<file path="config.mk">
export PLATFORM = sky130hd
export DESIGN_NAME = multicycle_cpu_control_fsm
export DESIGN_NICKNAME = d
export VERILOG_FILES = /design/src/hw/rtl/mccf_pkg.sv /design/src/hw/rtl/multicycle_cpu_control_fsm.sv
export SDC_FILE = /design/constraint.sdc
export NUM_CORES = 1
export LEC_CHECK = 0
export BUFFER_PORTS_ARGS = -buffer_cell sky130_fd_sc_hd__buf_4
export CAP_MARGIN = 0
export CORE_ASPECT_RATIO = 1.1
export CORE_MARGIN = 2
export CORE_UTILIZATION = 40
export DETAILED_ROUTE_END_ITERATION = 7
export GPL_TIMING_DRIVEN = 1
export PLACE_DENSITY = 0.68
export SLEW_MARGIN = 20
export SYNTH_ARGS = -nofsm -noshare
export SYNTH_HDL_FRONTEND = slang
export SYNTH_SLANG_ARGS = --single-unit
export TNS_END_PERCENT = 10
</file>
<file path="constraint.sdc">
create_clock -name clk_i -period 3.3 [get_ports clk_i]
set_input_delay 0.33 -clock clk_i [delete_from_list [all_inputs] [get_ports clk_i]]
set_output_delay 0.33 -clock clk_i [all_outputs]
set_load 0.01 [all_outputs]
</file>
<file path="src/hw/rtl/mccf_pkg.sv">
package mccf_pkg;

  typedef enum logic [2:0] {
    PH_FETCH  = 3'd0,
    PH_DECODE = 3'd1,
    PH_EXEC   = 3'd2,
    PH_MEM    = 3'd3,
    PH_WB     = 3'd4
  } phase_e;

  typedef enum logic [3:0] {
    ALU_NONE = 4'd0,
    ALU_ADD  = 4'd1,
    ALU_SUB  = 4'd2,
    ALU_AND  = 4'd3,
    ALU_OR   = 4'd4,
    ALU_XOR  = 4'd5,
    ALU_NOR  = 4'd6,
    ALU_SLT  = 4'd7,
    ALU_LTU  = 4'd8,
    ALU_SLL  = 4'd9,
    ALU_SRL  = 4'd10,
    ALU_SRA  = 4'd11,
    ALU_LUI  = 4'd12,
    ALU_EQ   = 4'd13,
    ALU_NEQ  = 4'd14
  } alu_op_e;

  localparam logic [1:0] SRCB_B     = 2'd0;
  localparam logic [1:0] SRCB_FOUR  = 2'd1;
  localparam logic [1:0] SRCB_IMM   = 2'd2;
  localparam logic [1:0] SRCB_IMMSH = 2'd3;

  localparam logic [1:0] PCU_NONE   = 2'd0;
  localparam logic [1:0] PCU_ALWAYS = 2'd1;
  localparam logic [1:0] PCU_BRANCH = 2'd2;

  localparam logic [1:0] PCS_ALU    = 2'd0;
  localparam logic [1:0] PCS_ALUOUT = 2'd1;
  localparam logic [1:0] PCS_JUMP   = 2'd2;
  localparam logic [1:0] PCS_REG    = 2'd3;

  localparam logic [1:0] MEM_NONE  = 2'd0;
  localparam logic [1:0] MEM_READ  = 2'd1;
  localparam logic [1:0] MEM_WRITE = 2'd2;

  localparam logic [1:0] RT_NONE = 2'd0;
  localparam logic [1:0] RT_RT   = 2'd1;
  localparam logic [1:0] RT_RD   = 2'd2;
  localparam logic [1:0] RT_RA   = 2'd3;

  localparam logic [5:0] OP_SPECIAL = 6'h00;
  localparam logic [5:0] OP_J       = 6'h02;
  localparam logic [5:0] OP_JAL     = 6'h03;
  localparam logic [5:0] OP_BEQ     = 6'h04;
  localparam logic [5:0] OP_BNE     = 6'h05;
  localparam logic [5:0] OP_ADD_IMM = 6'h09;
  localparam logic [5:0] OP_SLTI    = 6'h0A;
  localparam logic [5:0] OP_LTU_IMM = 6'h0B;
  localparam logic [5:0] OP_ANDI    = 6'h0C;
  localparam logic [5:0] OP_ORI     = 6'h0D;
  localparam logic [5:0] OP_XORI    = 6'h0E;
  localparam logic [5:0] OP_LUI     = 6'h0F;
  localparam logic [5:0] OP_LW      = 6'h23;
  localparam logic [5:0] OP_SW      = 6'h2B;

  localparam logic [5:0] FN_SLL  = 6'h00;
  localparam logic [5:0] FN_SRL  = 6'h02;
  localparam logic [5:0] FN_SRA  = 6'h03;
  localparam logic [5:0] FN_JR   = 6'h08;
  localparam logic [5:0] FN_ADDU = 6'h21;
  localparam logic [5:0] FN_SUBU = 6'h23;
  localparam logic [5:0] FN_AND  = 6'h24;
  localparam logic [5:0] FN_OR   = 6'h25;
  localparam logic [5:0] FN_XOR  = 6'h26;
  localparam logic [5:0] FN_NOR  = 6'h27;
  localparam logic [5:0] FN_SLT  = 6'h2A;
  localparam logic [5:0] FN_SLTU = 6'h2B;

  typedef struct packed {
    phase_e     phase;
    logic       ir_write;
    logic       alu_src_a;
    logic [1:0] alu_src_b;
    alu_op_e    alu_op;
    logic [1:0] pc_update;
    logic [1:0] pc_source;
    logic       addr_from_alu;
    logic [1:0] mem_access;
    logic [1:0] reg_target;
    logic       write_from_mem;
    logic       sign_extend;
  } ctrl_t;

  function automatic alu_op_e rtype_alu(input logic [5:0] fn);
    alu_op_e r;
    unique case (fn)
      FN_SLL:  r = ALU_SLL;
      FN_SRL:  r = ALU_SRL;
      FN_SRA:  r = ALU_SRA;
      FN_ADDU: r = ALU_ADD;
      FN_SUBU: r = ALU_SUB;
      FN_AND:  r = ALU_AND;
      FN_OR:   r = ALU_OR;
      FN_XOR:  r = ALU_XOR;
      FN_NOR:  r = ALU_NOR;
      FN_SLT:  r = ALU_SLT;
      FN_SLTU: r = ALU_LTU;
      default: r = ALU_NONE;
    endcase
    return r;
  endfunction

  function automatic alu_op_e imm_alu(input logic [5:0] op);
    alu_op_e r;
    unique case (op)
      OP_ADD_IMM: r = ALU_ADD;
      OP_SLTI:    r = ALU_SLT;
      OP_LTU_IMM: r = ALU_LTU;
      OP_ANDI:    r = ALU_AND;
      OP_ORI:     r = ALU_OR;
      OP_XORI:    r = ALU_XOR;
      default:    r = ALU_LUI;
    endcase
    return r;
  endfunction

endpackage

</file>
<file path="src/hw/rtl/multicycle_cpu_control_fsm.sv">
// an accepted instruction word's control word is registered and appears on the outputs in the next cycle
// throughput: one word per cycle while the receiver does not stall; the phase register updates on every accepted word
// the output register accepts a new word in the cycle its current word is taken
// reset (rst_ni low, asynchronous): phase returns to fetch, output register empties
module multicycle_cpu_control_fsm
  import mccf_pkg::*;
(
  input  logic        clk_i,
  input  logic        rst_ni,
  input  logic        in_valid_i,
  output logic        in_stall_o,
  input  logic [31:0] instr_word_i,
  output logic        out_valid_o,
  input  logic        out_stall_i,
  output logic [2:0]  phase_o,
  output logic        ir_write_o,
  output logic        alu_src_a_o,
  output logic [1:0]  alu_src_b_o,
  output logic [3:0]  alu_op_o,
  output logic [1:0]  pc_update_o,
  output logic [1:0]  pc_source_o,
  output logic        addr_from_alu_o,
  output logic [1:0]  mem_access_o,
  output logic [1:0]  reg_target_o,
  output logic        write_from_mem_o,
  output logic        sign_extend_o
);

  phase_e     phase_q, phase_d;
  ctrl_t      ctrl_q, ctrl_d;
  logic       out_valid_q;
  logic       in_acc;
  logic [5:0] op;
  logic [5:0] fn;
  logic       is_imm;

  assign op     = instr_word_i[31:26];
  assign fn     = instr_word_i[5:0];
  assign is_imm = (op == OP_ADD_IMM) || (op == OP_SLTI) || (op == OP_LTU_IMM) ||
                  (op == OP_ANDI) || (op == OP_ORI) || (op == OP_XORI) || (op == OP_LUI);

  assign in_stall_o = out_valid_q && out_stall_i;
  assign in_acc     = in_valid_i && !in_stall_o;

  // next phase
  always_comb begin
    phase_d = PH_FETCH;
    unique case (phase_q)
      PH_FETCH:  phase_d = PH_DECODE;
      PH_DECODE: phase_d = PH_EXEC;
      PH_EXEC: begin
        priority if (op == OP_SPECIAL) begin
          phase_d = (fn == FN_JR) ? PH_FETCH : PH_WB;
        end else if (op == OP_LW || op == OP_SW) begin
          phase_d = PH_MEM;
        end else if (op == OP_JAL || is_imm) begin
          phase_d = PH_WB;
        end else begin
          phase_d = PH_FETCH;
        end
      end
      PH_MEM:  phase_d = (op == OP_LW) ? PH_WB : PH_FETCH;
      default: phase_d = PH_FETCH;
    endcase
  end

  // control word of the current phase
  always_comb begin
    ctrl_d       = '0;
    ctrl_d.phase = phase_q;
    unique case (phase_q)
      PH_FETCH: begin
        ctrl_d.ir_write   = 1'b1;
        ctrl_d.alu_src_b  = SRCB_FOUR;
        ctrl_d.alu_op     = ALU_ADD;
        ctrl_d.pc_update  = PCU_ALWAYS;
        ctrl_d.mem_access = MEM_READ;
      end
      PH_DECODE: begin
        ctrl_d.alu_src_b   = SRCB_IMMSH;
        ctrl_d.alu_op      = ALU_ADD;
        ctrl_d.sign_extend = 1'b1;
      end
      PH_EXEC: begin
        priority if (op == OP_SPECIAL) begin
          ctrl_d.alu_src_a = 1'b1;
          if (fn == FN_JR) begin
            ctrl_d.pc_update = PCU_ALWAYS;
            ctrl_d.pc_source = PCS_REG;
          end else begin
            ctrl_d.alu_op = rtype_alu(fn);
          end
        end else if (op == OP_LW || op == OP_SW) begin
          ctrl_d.alu_src_a   = 1'b1;
          ctrl_d.alu_src_b   = SRCB_IMM;
          ctrl_d.alu_op      = ALU_ADD;
          ctrl_d.sign_extend = 1'b1;
        end else if (op == OP_BEQ || op == OP_BNE) begin
          ctrl_d.alu_src_a   = 1'b1;
          ctrl_d.sign_extend = 1'b1;
          ctrl_d.alu_op      = (op == OP_BEQ) ? ALU_EQ : ALU_NEQ;
          ctrl_d.pc_update   = PCU_BRANCH;
          ctrl_d.pc_source   = PCS_ALUOUT;
        end else if (op == OP_J || op == OP_JAL) begin
          ctrl_d.pc_update = PCU_ALWAYS;
          ctrl_d.pc_source = PCS_JUMP;
        end else if (is_imm) begin
          ctrl_d.alu_src_a   = 1'b1;
          ctrl_d.alu_src_b   = SRCB_IMM;
          ctrl_d.sign_extend = (op == OP_ADD_IMM) || (op == OP_SLTI) || (op == OP_LTU_IMM);
          ctrl_d.alu_op      = imm_alu(op);
        end else begin
          ctrl_d.alu_op = ALU_NONE;
        end
      end
      PH_MEM: begin
        if (op == OP_LW) begin
          ctrl_d.addr_from_alu = 1'b1;
          ctrl_d.mem_access    = MEM_READ;
        end else if (op == OP_SW) begin
          ctrl_d.addr_from_alu = 1'b1;
          ctrl_d.mem_access    = MEM_WRITE;
        end
      end
      PH_WB: begin
        priority if (op == OP_SPECIAL) begin
          ctrl_d.reg_target = (fn != FN_JR) ? RT_RD : RT_NONE;
        end else if (op == OP_LW) begin
          ctrl_d.reg_target     = RT_RT;
          ctrl_d.write_from_mem = 1'b1;
        end else if (op == OP_JAL) begin
          ctrl_d.reg_target = RT_RA;
        end else if (is_imm) begin
          ctrl_d.reg_target = RT_RT;
        end else begin
          ctrl_d.reg_target = RT_NONE;
        end
      end
      default: ctrl_d.phase = phase_q;
    endcase
  end

  always_ff @(posedge clk_i or negedge rst_ni) begin
    if (!rst_ni) begin
      phase_q     <= PH_FETCH;
      out_valid_q <= 1'b0;
    end else begin
      if (in_acc) begin
        phase_q <= phase_d;
      end
      if (in_acc) begin
        out_valid_q <= 1'b1;
      end else if (!out_stall_i) begin
        out_valid_q <= 1'b0;
      end
    end
  end

  always_ff @(posedge clk_i) begin
    if (in_acc) begin
      ctrl_q <= ctrl_d;
    end
  end

  assign out_valid_o      = out_valid_q;
  assign phase_o          = ctrl_q.phase;
  assign ir_write_o       = ctrl_q.ir_write;
  assign alu_src_a_o      = ctrl_q.alu_src_a;
  assign alu_src_b_o      = ctrl_q.alu_src_b;
  assign alu_op_o         = ctrl_q.alu_op;
  assign pc_update_o      = ctrl_q.pc_update;
  assign pc_source_o      = ctrl_q.pc_source;
  assign addr_from_alu_o  = ctrl_q.addr_from_alu;
  assign mem_access_o     = ctrl_q.mem_access;
  assign reg_target_o     = ctrl_q.reg_target;
  assign write_from_mem_o = ctrl_q.write_from_mem;
  assign sign_extend_o    = ctrl_q.sign_extend;

`ifndef SYNTHESIS
  a_fetch_loads_ir: assert property (@(posedge clk_i) disable iff (!rst_ni)
    (in_acc && phase_q == PH_FETCH) |=> (out_valid_o && ir_write_o && phase_o == PH_FETCH))
    else $error("fetch word without ir_write");

  a_decode_word: assert property (@(posedge clk_i) disable iff (!rst_ni)
    (out_valid_o && phase_o == PH_DECODE) |-> (sign_extend_o && alu_src_b_o == SRCB_IMMSH))
    else $error("decode word malformed");

  a_store_in_mem: assert property (@(posedge clk_i) disable iff (!rst_ni)
    (out_valid_o && mem_access_o == MEM_WRITE) |-> (addr_from_alu_o && phase_o == PH_MEM))
    else $error("store outside memory phase");

  a_decode_follows_fetch: assert property (@(posedge clk_i) disable iff (!rst_ni)
    (in_acc && phase_q == PH_FETCH) |=> (phase_q == PH_DECODE))
    else $error("phase did not advance to decode");
`endif

endmodule

</file>
==> results of run 1 <==
## cell type report
| cell class | count | area share [%] |
|---|---|---|
| clock buffer | 4 | 2.80 |
| timing repair buffer | 40 | 15.4 |
| sequential | 26 | 38.7 |
| tap | 52 | 3.31 |
| multi-input combinational | 127 | 39.0 |
| inverter | 4 | 0.764 |
## cells by family after synthesis
| family | Yosys count | share of synthesized area (%) |
|---|---|---|
| DFF | 26 | 47.5 |
| AOI/OAI and AO/OA | 40 | 16.4 |
| and+or+nand+nor | 85 | 30.3 |
| buffers and inverters | 18 | 4.69 |
| xor gates and xnor gates | 2 | 1.09 |
## flip-flops by register name, summed over array words and instances, names as in the netlist, 2 cells and up
name / flops
alu_op_o: 4
phase_o: 3
phase_q: 3
alu_src_b_o: 2
mem_access_o: 2
pc_source_o: 2
pc_update_o: 2
reg_target_o: 2
## metal layers
| metal | up-vias | global-route usage, % |
|---|---|---|
| met5 | - | 0 |
| met4 | 0 | 5.67 |
| met3 | 2 | 0.483 |
| met2 | 44 | 24.4 |
| met1 | 635 | 21.1 |
| li1 | 683 | - |
## synthesized netlist by cell type, drive strengths merged, types with 3 or more instances
cell and n:
dfrtp 4, or3b 3, or3 3, o21ai 14, and3b 3, nor2 19, nand2b 3, edfxtp 22
a21oi 14, or2 4, nor3 9, nand3 4, nor2b 6, clkbuf 10, inv 4, nor3b 6
buf 4, nand2 12
## cell usage in the layout, fill, tap and decap left out, types with 2 or more instances in the layout
| cell | netlist | layout |
|---|---|---|
| o21ai_0 | 11 | 11 |
| and3_1 | 2 | 2 |
| or3_1 | 3 | 3 |
| buf_4 | 1 | 39 |
| a21oi_1 | 13 | 13 |
| o21ai_1 | 3 | 3 |
| nor2_1 | 19 | 19 |
| and3b_1 | 3 | 3 |
| xnor2_1 | 2 | 2 |
| nor4b_1 | 2 | 2 |
| clkbuf_8 | 0 | 4 |
| nor3_1 | 9 | 9 |
| dfrtp_1 | 4 | 4 |
| nand2_1 | 12 | 12 |
| edfxtp_1 | 22 | 22 |
| inv_1 | 4 | 4 |
| or2_2 | 2 | 2 |
| nand2b_1 | 3 | 3 |
| nand3_1 | 4 | 4 |
| or3b_2 | 2 | 2 |
| or2_1 | 2 | 2 |
| nor2b_1 | 6 | 6 |
| nor3b_1 | 6 | 6 |
## what timing repair did
item	CTS	global route
endpoints found under the setup margin	0	0
hold buffers	1	0
hold endpoints to repair	4	0
## power breakdown
group          switching [mW]  total [mW]  internal, mW
registers              0.0614       0.498         0.437
logic                   0.157       0.289         0.132
clock network          0.0857       0.192         0.106
total                   0.304       0.980         0.675
## final timing paths
| path | end | slack (ps) | depth (start not counted) |
|---|---|---|---|
| setup / recovery | alu_op_o[1] | 1490 | 6 |
| hold / removal | out_valid_o | 280 | 2 |
| setup reg to reg | alu_op_o[0] | 1560 | 4 |
| hold reg to reg | out_valid_o | 550 | 2 |
| max in group asynchronous | phase_q[1] | 2800 | 2 |
| min in group asynchronous | out_valid_o | 400 | 2 |
## critical path: stages
cell and delay [ps]:
buf_4 150, or4_4 580, a2111oi_4 370, o31a_2 250, o21ai_1 70, a21oi_1 160
## per-stage QoR
stage	worst slack (ps)	utilization, %	instance area, sq um	instances	power (mW)
after global placement	1270	48.7	1900	248	0.786
after floorplan	1520	-	1600	171	0.685
after global routing	1420	50.3	1960	253	1.04
after CTS	1500	50.3	1960	253	0.983
final	1490	50.3	1960	253	0.980
after detailed placement	1240	48.7	1900	248	0.793
==> flow_metrics.py, run 1 <==
metrics = {
    "floorplan": {
        "fp.dieW_um": 64.3,
        "initial_core_util_pct": 41.0,
        "ios": 60,
        "fp.coreArea_sq_um": 3900,
        "die_h_um": 70.4,
        "rows": 24,
        "dieArea_sq_um": 4530,
    },
    "setup_path": {
        "critical_path.startpoint": "instr_word_i[31]",
        "crit_fanout": 12,
        "r2r_start": "phase_q[0]",
        "start_kind": "input port",
        "endpoint_kind": "flip-flop",
        "crit_type": "in -> reg",
        "arrival_ps": 1910,
        "critical_path_required_ps": 3410,
    },
    "run_status": {
        "status": "complete, no violations",
    },
    "yosys": {
        "ys_seq_elements": 26,
        "synth_top_area_share_pct": 41.3,
        "yosys.area.top_type": "edfxtp_1",
        "avgSynthCellArea_sq_um": 9.37,
        "mappedNetlistArea_sq_um": 1600,
        "synth_enable_flop_cells": 22,
        "yosys_warnings": 0,
        "synthFlopType": "edfxtp_1",
        "yosysUniqueCellTypes": 47,
        "yosys-top-cells-area": "edfxtp_1, dfrtp_1, nor2_1, a21oi_1, o21ai_0",
        "synth_fp_nets": 207,
        "async_flop_share_pct": 15.4,
        "synth_seq_area_share_pct": 47.5,
        "netlist_instances": 171,
    },
    "sta": {
        "slew_viol_final": 0,
        "max_freq_ghz": 0.554,
        "post-route-period-util_pct": 54.7,
        "hold_slack_ps": 279,
        "tns_ps": 0,
        "rsz0062_at_grt": "false",
        "hold_viol": 0,
        "period_needed_ps": 1810,
        "finalSetupViolCount": 0,
        "worst_pin_slew_ps": 758,
        "finClkSkew_ps": 1.53,
        "slew_headroom_pct": 49.4,
    },
    "finish": {
        "register_area_sq_um": 761,
        "multiInputGateArea_sq_um": 766,
        "syn2layout_area_growth_pct": 22.7,
        "fillerInstances": 385,
        "n_antenna_cell": 0,
        "post_route_cells_drive_above_1_share_pct": 26.4,
        "nets": 238,
    },
    "drt": {
        "vias": 1364,
        "ant_nets": 0,
        "wl_met3_um": 129,
        "drtPass1Iterations": 5,
        "wl_met1_um": 1560,
        "drt_wl_total_um": 3280,
        "met2WireLength_um": 1550,
        "wl_per_cell_um": 12.9,
        "vias_per_cell": 5.39,
        "drt_iter0_drc": 45,
        "drcViolationCount": 0,
        "maxUsedRoutingLayer": "met4",
    },
    "worst_hold_path": {
        "hold_class": "in -> reg",
        "hp-start": "in_valid_i",
    },
    "placed_design": {
        "portBuffers": 39,
        "dp_hpwl_um": 2490,
        "place_congestion": 0.853,
    },
    "global_routing": {
        "grt_pass1_wl_um": 5490,
        "grt_usage_pct": 15.0,
        "grt-ovfl-total": 0,
        "grt_max_degree": 23,
        "antenna_found_initial": 0,
        "grt_pass1_vias": 1191,
    },
    "clock_tree": {
        "cts_root_buffer": "clkbuf_8",
        "numCtsBuffers": 3,
        "post_cts.repair.setup_buffers": 0,
        "cts_max_level": 1,
        "cts_tree": "built",
        "path_clk_slew_ps": 80,
        "clock_sinks": 26,
        "clockBufferDepth": 2,
        "clk_latency_ps": 260,
        "ctsResizeCount": 0,
    },
    "power_and_ir_drop": {
        "power.density_nw_per_um2": 499,
        "ir_drop_v": 0.000201,
        "cellLeakagePower_nw": 0.748,
    },
    "run": {
        "cap_violations": 0,
    },
}
Power figures use the tool's default switching activity.
==> inputs of run 2 (changes only) <==
--- a/config.mk
+++ b/config.mk
@@ -12,7 +12,7 @@
 export CORE_UTILIZATION = 40
 export DETAILED_ROUTE_END_ITERATION = 7
 export GPL_TIMING_DRIVEN = 1
-export PLACE_DENSITY = 0.68
+export PLACE_DENSITY = 0.71
 export SLEW_MARGIN = 20
 export SYNTH_ARGS = -nofsm -noshare
 export SYNTH_HDL_FRONTEND = slang
==> constraint.sdc (replaced) <==
create_clock -name clk_i -period 1.6 [get_ports clk_i]
set_input_delay 0.16 -clock clk_i [delete_from_list [all_inputs] [get_ports clk_i]]
set_output_delay 0.16 -clock clk_i [all_outputs]
set_load 0.01 [all_outputs]
==> run 2 against run 1 <==
Against the previous run:
- die area unchanged
- combinational power rose to 2.7 times the previous value
- sequential cell count unchanged
- sequential power rose by 87%
- critical path type is now reg -> reg
- largest cell class unchanged
- largest power group unchanged
==> flow_metrics.py, run 2 (synthesis results as in run 1) <==
metrics = {
    "sta": {
        "post-route-period-util_pct": 92.4,
        "max_freq_ghz": 0.676,
        "hold_viol": 0,
        "hold_slack_ps": 88.0,
        "finClkSkew_ps": 5.41,
        "slew_headroom_pct": 75.6,
        "worst_pin_slew_ps": 357,
        "finalSetupViolCount": 0,
        "period_needed_ps": 1480,
        "rsz0062_at_grt": "false",
        "slew_viol_final": 0,
    },
    "setup_path": {
        "cp_slowest_stage_delay_ps": 520,
        "crit_type": "reg -> reg",
        "start_kind": "flip-flop",
        "crit_chain": "or3b_2, nor3_1, a21oi_1, o21ai_1",
        "arrival_ps": 1590,
        "critical_path_required_ps": 1710,
        "endpoint_kind": "flip-flop",
        "reg2reg_slack_ps": 120,
        "crit_fanout": 4,
        "cp_slowest_cell": "or3b_2",
    },
    "finish": {
        "final_area_sq_um": 2120,
        "syn2layout_area_growth_pct": 32.7,
        "fillerInstances": 371,
        "nets": 257,
        "largest_register_ffs": 4,
        "mostFrequentLayoutCell": "buf_4",
        "final_cell_mix": "buf_4, edfxtp_1, nor2_1, a21oi_1, nand2_1",
        "post_route_cells_drive_above_1_share_pct": 33.2,
        "n_antenna_cell": 0,
        "final_util_pct": 54.4,
    },
    "clock_tree": {
        "cts_root_buffer": "clkbuf_8",
        "clock_sinks": 26,
        "clk_latency_ps": 260,
        "path_clk_slew_ps": 80,
        "numCtsBuffers": 3,
        "cts_max_level": 1,
        "clockBufferDepth": 2,
        "cts_tree": "built",
        "post_cts.repair.setup_buffers": 0,
    },
    "drt": {
        "vias_per_cell": 5.14,
        "vias": 1397,
        "drtPass1Iterations": 4,
        "wl_per_cell_um": 11.8,
        "drt_wl_total_um": 3220,
        "ant_nets": 0,
        "drt_iter0_drc": 38,
        "drcViolationCount": 0,
    },
    "floorplan": {
        "die_h_um": 70.4,
        "fp.coreArea_sq_um": 3900,
        "rows": 24,
        "fp.dieW_um": 64.3,
        "dieArea_sq_um": 4530,
        "initial_core_util_pct": 41.0,
        "ios": 60,
    },
    "power_and_ir_drop": {
        "cellLeakagePower_nw": 0.846,
        "ir_drop_v": 0.000380,
        "power.density_nw_per_um2": 996,
        "total_power_mw": 2.12,
    },
    "worst_hold_path": {
        "hold_class": "in -> reg",
    },
    "placed_design": {
        "placed_area_sq_um": 2050,
        "place_congestion": 0.847,
        "dp_hpwl_um": 2400,
        "portBuffers": 39,
    },
    "global_routing": {
        "antenna_found_initial": 0,
        "grt-ovfl-total": 0,
        "grt_usage_pct": 14.4,
        "grt_max_degree": 23,
        "grt_pass1_vias": 1175,
        "grt_pass1_wl_um": 5240,
    },
    "run": {
        "cap_violations": 0,
    },
    "run_status": {
        "status": "complete, no violations",
    },
}
## run 2: cell types whose count changed in the layout (fill, tap and decap cells not counted), sizes merged
cell,delta
buf,+19
## run 2: stage by stage
step | setup TNS [ps] | worst slack (ps) | std cells
global route | 0 | 32.7 | 272
finish | 0 | 122 | 272
floorplan | 0 | 121 | 171
CTS | 0 | 119 | 272
global placement | -620 | -114 | 267
detailed placement | -633 | -140 | 267
## run 2: final cells by class
cell class	instances	area, sq um	area share, %
inverter	4	15.0	0.707
tap	52	65.1	3.06
clock buffer	4	55.1	2.59
timing repair buffer	59	458	21.6
multi-input combinational	127	771	36.3
sequential	26	761	35.8
## run 2: path summary, 6_finish.rpt
| check | startpoint | to | depth (start not counted) |
|---|---|---|---|
| worst max-delay path | phase_q[0] | alu_op_o[0] | 4 |
| worst min-delay path | in_valid_i | out_valid_o | 2 |
| worst max register to register | phase_q[0] | alu_op_o[0] | 4 |
| worst min register to register | out_valid_o | out_valid_o | 2 |
| max in group asynchronous | rst_ni | phase_q[2] | 2 |
| min in group asynchronous | rst_ni | out_valid_o | 2 |
## run 2: report_power, final
part / switching (mW) / internal [mW] / total [mW]
Clock: 0.184 / 0.219 / 0.404
Combinational: 0.426 / 0.352 / 0.779
Sequential: 0.0323 / 0.901 / 0.933
Total: 0.643 / 1.47 / 2.12
## run 2: repair_timing
item,CTS,global route
setup endpoints to repair,0,1
hold endpoints to repair,4,0
hold buffers,1,0
gates resized for setup,0,1
## run 2: critical path: cells and delay by family (launching register included)
| family | cells | cell delay (ps) |
|---|---|---|
| AOI/OAI and AO/OA | 2 | 210 |
| DFF | 1 | 380 |
| and+or+nand+nor | 2 | 740 |
## run 2: layer usage
| layer | GRT usage [%] | part of all wire [%] |
|---|---|---|
| met1 | 21.2 | 48 |
| met2 | 22.0 | 45 |
| met3 | 0.805 | 4.8 |
| met4 | 5.91 | 1.6 |
| met5 | 0 | 0 |
==> inputs of run 3 (changes only) <==
--- a/config.mk
+++ b/config.mk
@@ -5,6 +5,7 @@
 export SDC_FILE = /design/constraint.sdc
 export NUM_CORES = 1
 export LEC_CHECK = 0
+export ABC_AREA = 1
 export BUFFER_PORTS_ARGS = -buffer_cell sky130_fd_sc_hd__buf_4
 export CAP_MARGIN = 0
 export CORE_ASPECT_RATIO = 1.1
@@ -12,7 +13,8 @@
 export CORE_UTILIZATION = 40
 export DETAILED_ROUTE_END_ITERATION = 7
 export GPL_TIMING_DRIVEN = 1
-export PLACE_DENSITY = 0.71
+export MAX_ROUTING_LAYER = met4
+export PLACE_DENSITY = 0.72
 export SLEW_MARGIN = 20
 export SYNTH_ARGS = -nofsm -noshare
 export SYNTH_HDL_FRONTEND = slang
==> run 3 against run 2 <==
Against the previous run:
- die area down 6.7%
- wire length down 11%
- sequential cell count unchanged
- area after synthesis down 7.1%
- synthesized cell count up 11%
- non-clock buffer count down 17
- power down 9.9%
- register-to-register slack better by 200 ps
- worst setup slack better by 200 ps
- cell count up 5.1%
- critical path type unchanged
- critical endpoint is now phase_q[2]
- largest cell class is now flip-flops and latches
- largest power group unchanged
==> flow_metrics.py, run 3 <==
metrics = {
    "run_status": {
        "status": "complete, no violations",
    },
    "run": {
        "cap_violations": 0,
    },
    "yosys": {
        "synth_fp_nets": 226,
        "synth_top_area_share_pct": 44.4,
        "ys_seq_elements": 26,
        "yosysUniqueCellTypes": 21,
        "yosys.area.top_type": "edfxtp_1",
        "async_flop_share_pct": 15.4,
        "yosys-top-cells-area": "edfxtp_1, nand2_1, inv_1, nor2_1, dfrtp_1",
        "synth_common_cells": "nand2_1, inv_1, nor2_1",
        "synth_seq_area_share_pct": 51.1,
        "netlist_instances": 190,
        "yosys_warnings": 0,
        "mappedNetlistArea_sq_um": 1490,
        "synth_enable_flop_cells": 22,
        "avgSynthCellArea_sq_um": 7.83,
        "synthFlopType": "edfxtp_1",
        "yosysMostFrequentCell": "nand2_1",
    },
    "clock_tree": {
        "cts_tree": "built",
        "clockBufferDepth": 2,
        "path_clk_slew_ps": 70,
        "numCtsBuffers": 3,
        "cts_max_level": 1,
        "clock_sinks": 26,
        "cts_root_buffer": "clkbuf_8",
        "clk_latency_ps": 260,
    },
    "placed_design": {
        "placed_area_sq_um": 1880,
        "dp_hpwl_um": 2320,
        "place_congestion": 0.883,
        "portBuffers": 39,
    },
    "power_and_ir_drop": {
        "power.density_nw_per_um2": 986,
        "ir_drop_v": 0.000363,
        "cellLeakagePower_nw": 0.962,
    },
    "drt": {
        "vias": 1341,
        "drt_iter0_drc": 43,
        "drtPass1Iterations": 4,
        "wl_per_cell_um": 9.97,
        "drt_wl_total_um": 2850,
        "vias_per_cell": 4.69,
        "ant_nets": 0,
        "drcViolationCount": 0,
    },
    "sta": {
        "rsz0062_at_grt": "false",
        "tns_ps": 0,
        "post-route-period-util_pct": 79.9,
        "max_freq_ghz": 0.782,
        "slew_headroom_pct": 79.6,
        "finClkSkew_ps": 4.19,
        "period_needed_ps": 1280,
        "finalSetupViolCount": 0,
        "hold_viol": 0,
        "worst_pin_slew_ps": 304,
        "slew_viol_final": 0,
    },
    "setup_path": {
        "crit_type": "reg -> reg",
        "arrival_ps": 1480,
        "cp_slowest_cell": "dfrtp_1",
        "critPathTopFamily": "simple AND/OR/NAND/NOR gates",
        "path_common_cell": "nand2_1",
        "endpoint_kind": "flip-flop",
        "crit_buf_inv": 0,
        "crit_chain": "nor3_1, nand4_1, nand2_1, nand2_1, nand2_1",
        "start_kind": "flip-flop",
        "cp_slowest_stage_delay_ps": 470,
        "crit_fanout": 8,
        "critical_path_required_ps": 1800,
    },
    "global_routing": {
        "grt_usage_pct": 14.9,
        "grt_pass1_wl_um": 4860,
        "grt_pass1_vias": 1169,
        "grt_max_degree": 28,
        "grt-ovfl-total": 0,
        "antenna_found_initial": 0,
    },
    "floorplan": {
        "initial_core_util_pct": 41.4,
        "fp.coreArea_sq_um": 3600,
        "rows": 23,
        "ios": 60,
        "dieArea_sq_um": 4220,
        "die_h_um": 68.0,
        "fp.dieW_um": 62.1,
    },
    "finish": {
        "final_cell_mix": "nand2_1, buf_4, inv_1, nor2_1, edfxtp_1",
        "largest_register_ffs": 4,
        "final_area_sq_um": 1930,
        "n_antenna_cell": 0,
        "post_route_cells_drive_above_1_share_pct": 25.0,
        "nets": 273,
        "mostFrequentLayoutCell": "nand2_1",
        "syn2layout_area_growth_pct": 29.9,
    },
    "worst_hold_path": {
        "hold_class": "in -> reg",
    },
}
[run 3: cell types whose count changed after synthesis, sizes merged, moves of 10 or more]
| cell | before | now |
|---|---|---|
| a21oi | 14 | 2 |
| clkbuf | 10 | 0 |
| nor2 | 19 | 32 |
| nand3 | 4 | 21 |
| nand2 | 12 | 58 |
| inv | 4 | 33 |
[run 3: final cells by class]
class | count | area (sq um)
fill | 372 | 1660
clock buffer | 4 | 45.0
inverter | 33 | 124
sequential | 26 | 761
multi-input combinational | 131 | 611
tap | 50 | 62.6
timing repair buffer | 42 | 330
[run 3: per-layer routing]
layer	up-vias	GRT usage (%)	part of all wire (%)
met5	-	-	0
met4	0	8.61	2.4
met3	7	0.329	4.8
met2	44	26.2	49
met1	583	17.7	44
li1	707	-	-
[run 3: through the flow]
step | hold WS [ps] | instances | setup WS [ps] | utilization (%) | power [mW]
finish | 112 | 286 | 322 | 53.7 | 1.91
global route | 137 | 286 | 210 | 53.7 | 2.03
CTS | 113 | 286 | 318 | 53.7 | 1.92
detailed placement | -39.1 | 281 | 270 | 52.2 | 1.57
global placement | -39.7 | 281 | 293 | 52.2 | 1.56
floorplan | -136 | 190 | 225 | - | 1.31
[run 3: timing repair]
| item | 4_1_cts | 5_1_grt |
|---|---|---|
| hold buffers | 1 | 0 |
| endpoints found under the hold margin | 4 | 0 |
| gates resized for setup | 0 | 0 |
| setup endpoints to repair | 0 | 0 |
| buffers inserted | 0 | 0 |
[run 3: path summary, 6_finish.rpt]
check / endpoint / cells after the start / slack, ps / from
worst max-delay path: phase_q[2] / 5 / 320 / phase_q[2]
worst min-delay path: out_valid_o / 3 / 110 / out_stall_i
worst max register to register: phase_q[2] / 5 / 320 / phase_q[2]
worst min register to register: out_valid_o / 2 / 490 / out_valid_o
max in group asynchronous: phase_q[1] / 2 / 1270 / rst_ni
min in group asynchronous: out_valid_o / 2 / 230 / rst_ni
[run 3: power breakdown]
group / switching (mW) / internal [mW]
logic: 0.358 / 0.252
registers: 0.0502 / 0.892
clock network: 0.177 / 0.178
[run 3: tightest hold or removal path: stages]
cell	delay, ps
buf_4	80
nand2_1	50
nand2_1	50
[run 3: logic make-up after synthesis]
group                  after synthesis  synth area share (%)
AOI/OAI and AO/OA                   12                  5.13
buffers and inverters               33                  8.33
DFF                                 26                  51.1
and+or+nand+nor                    119                  35.4
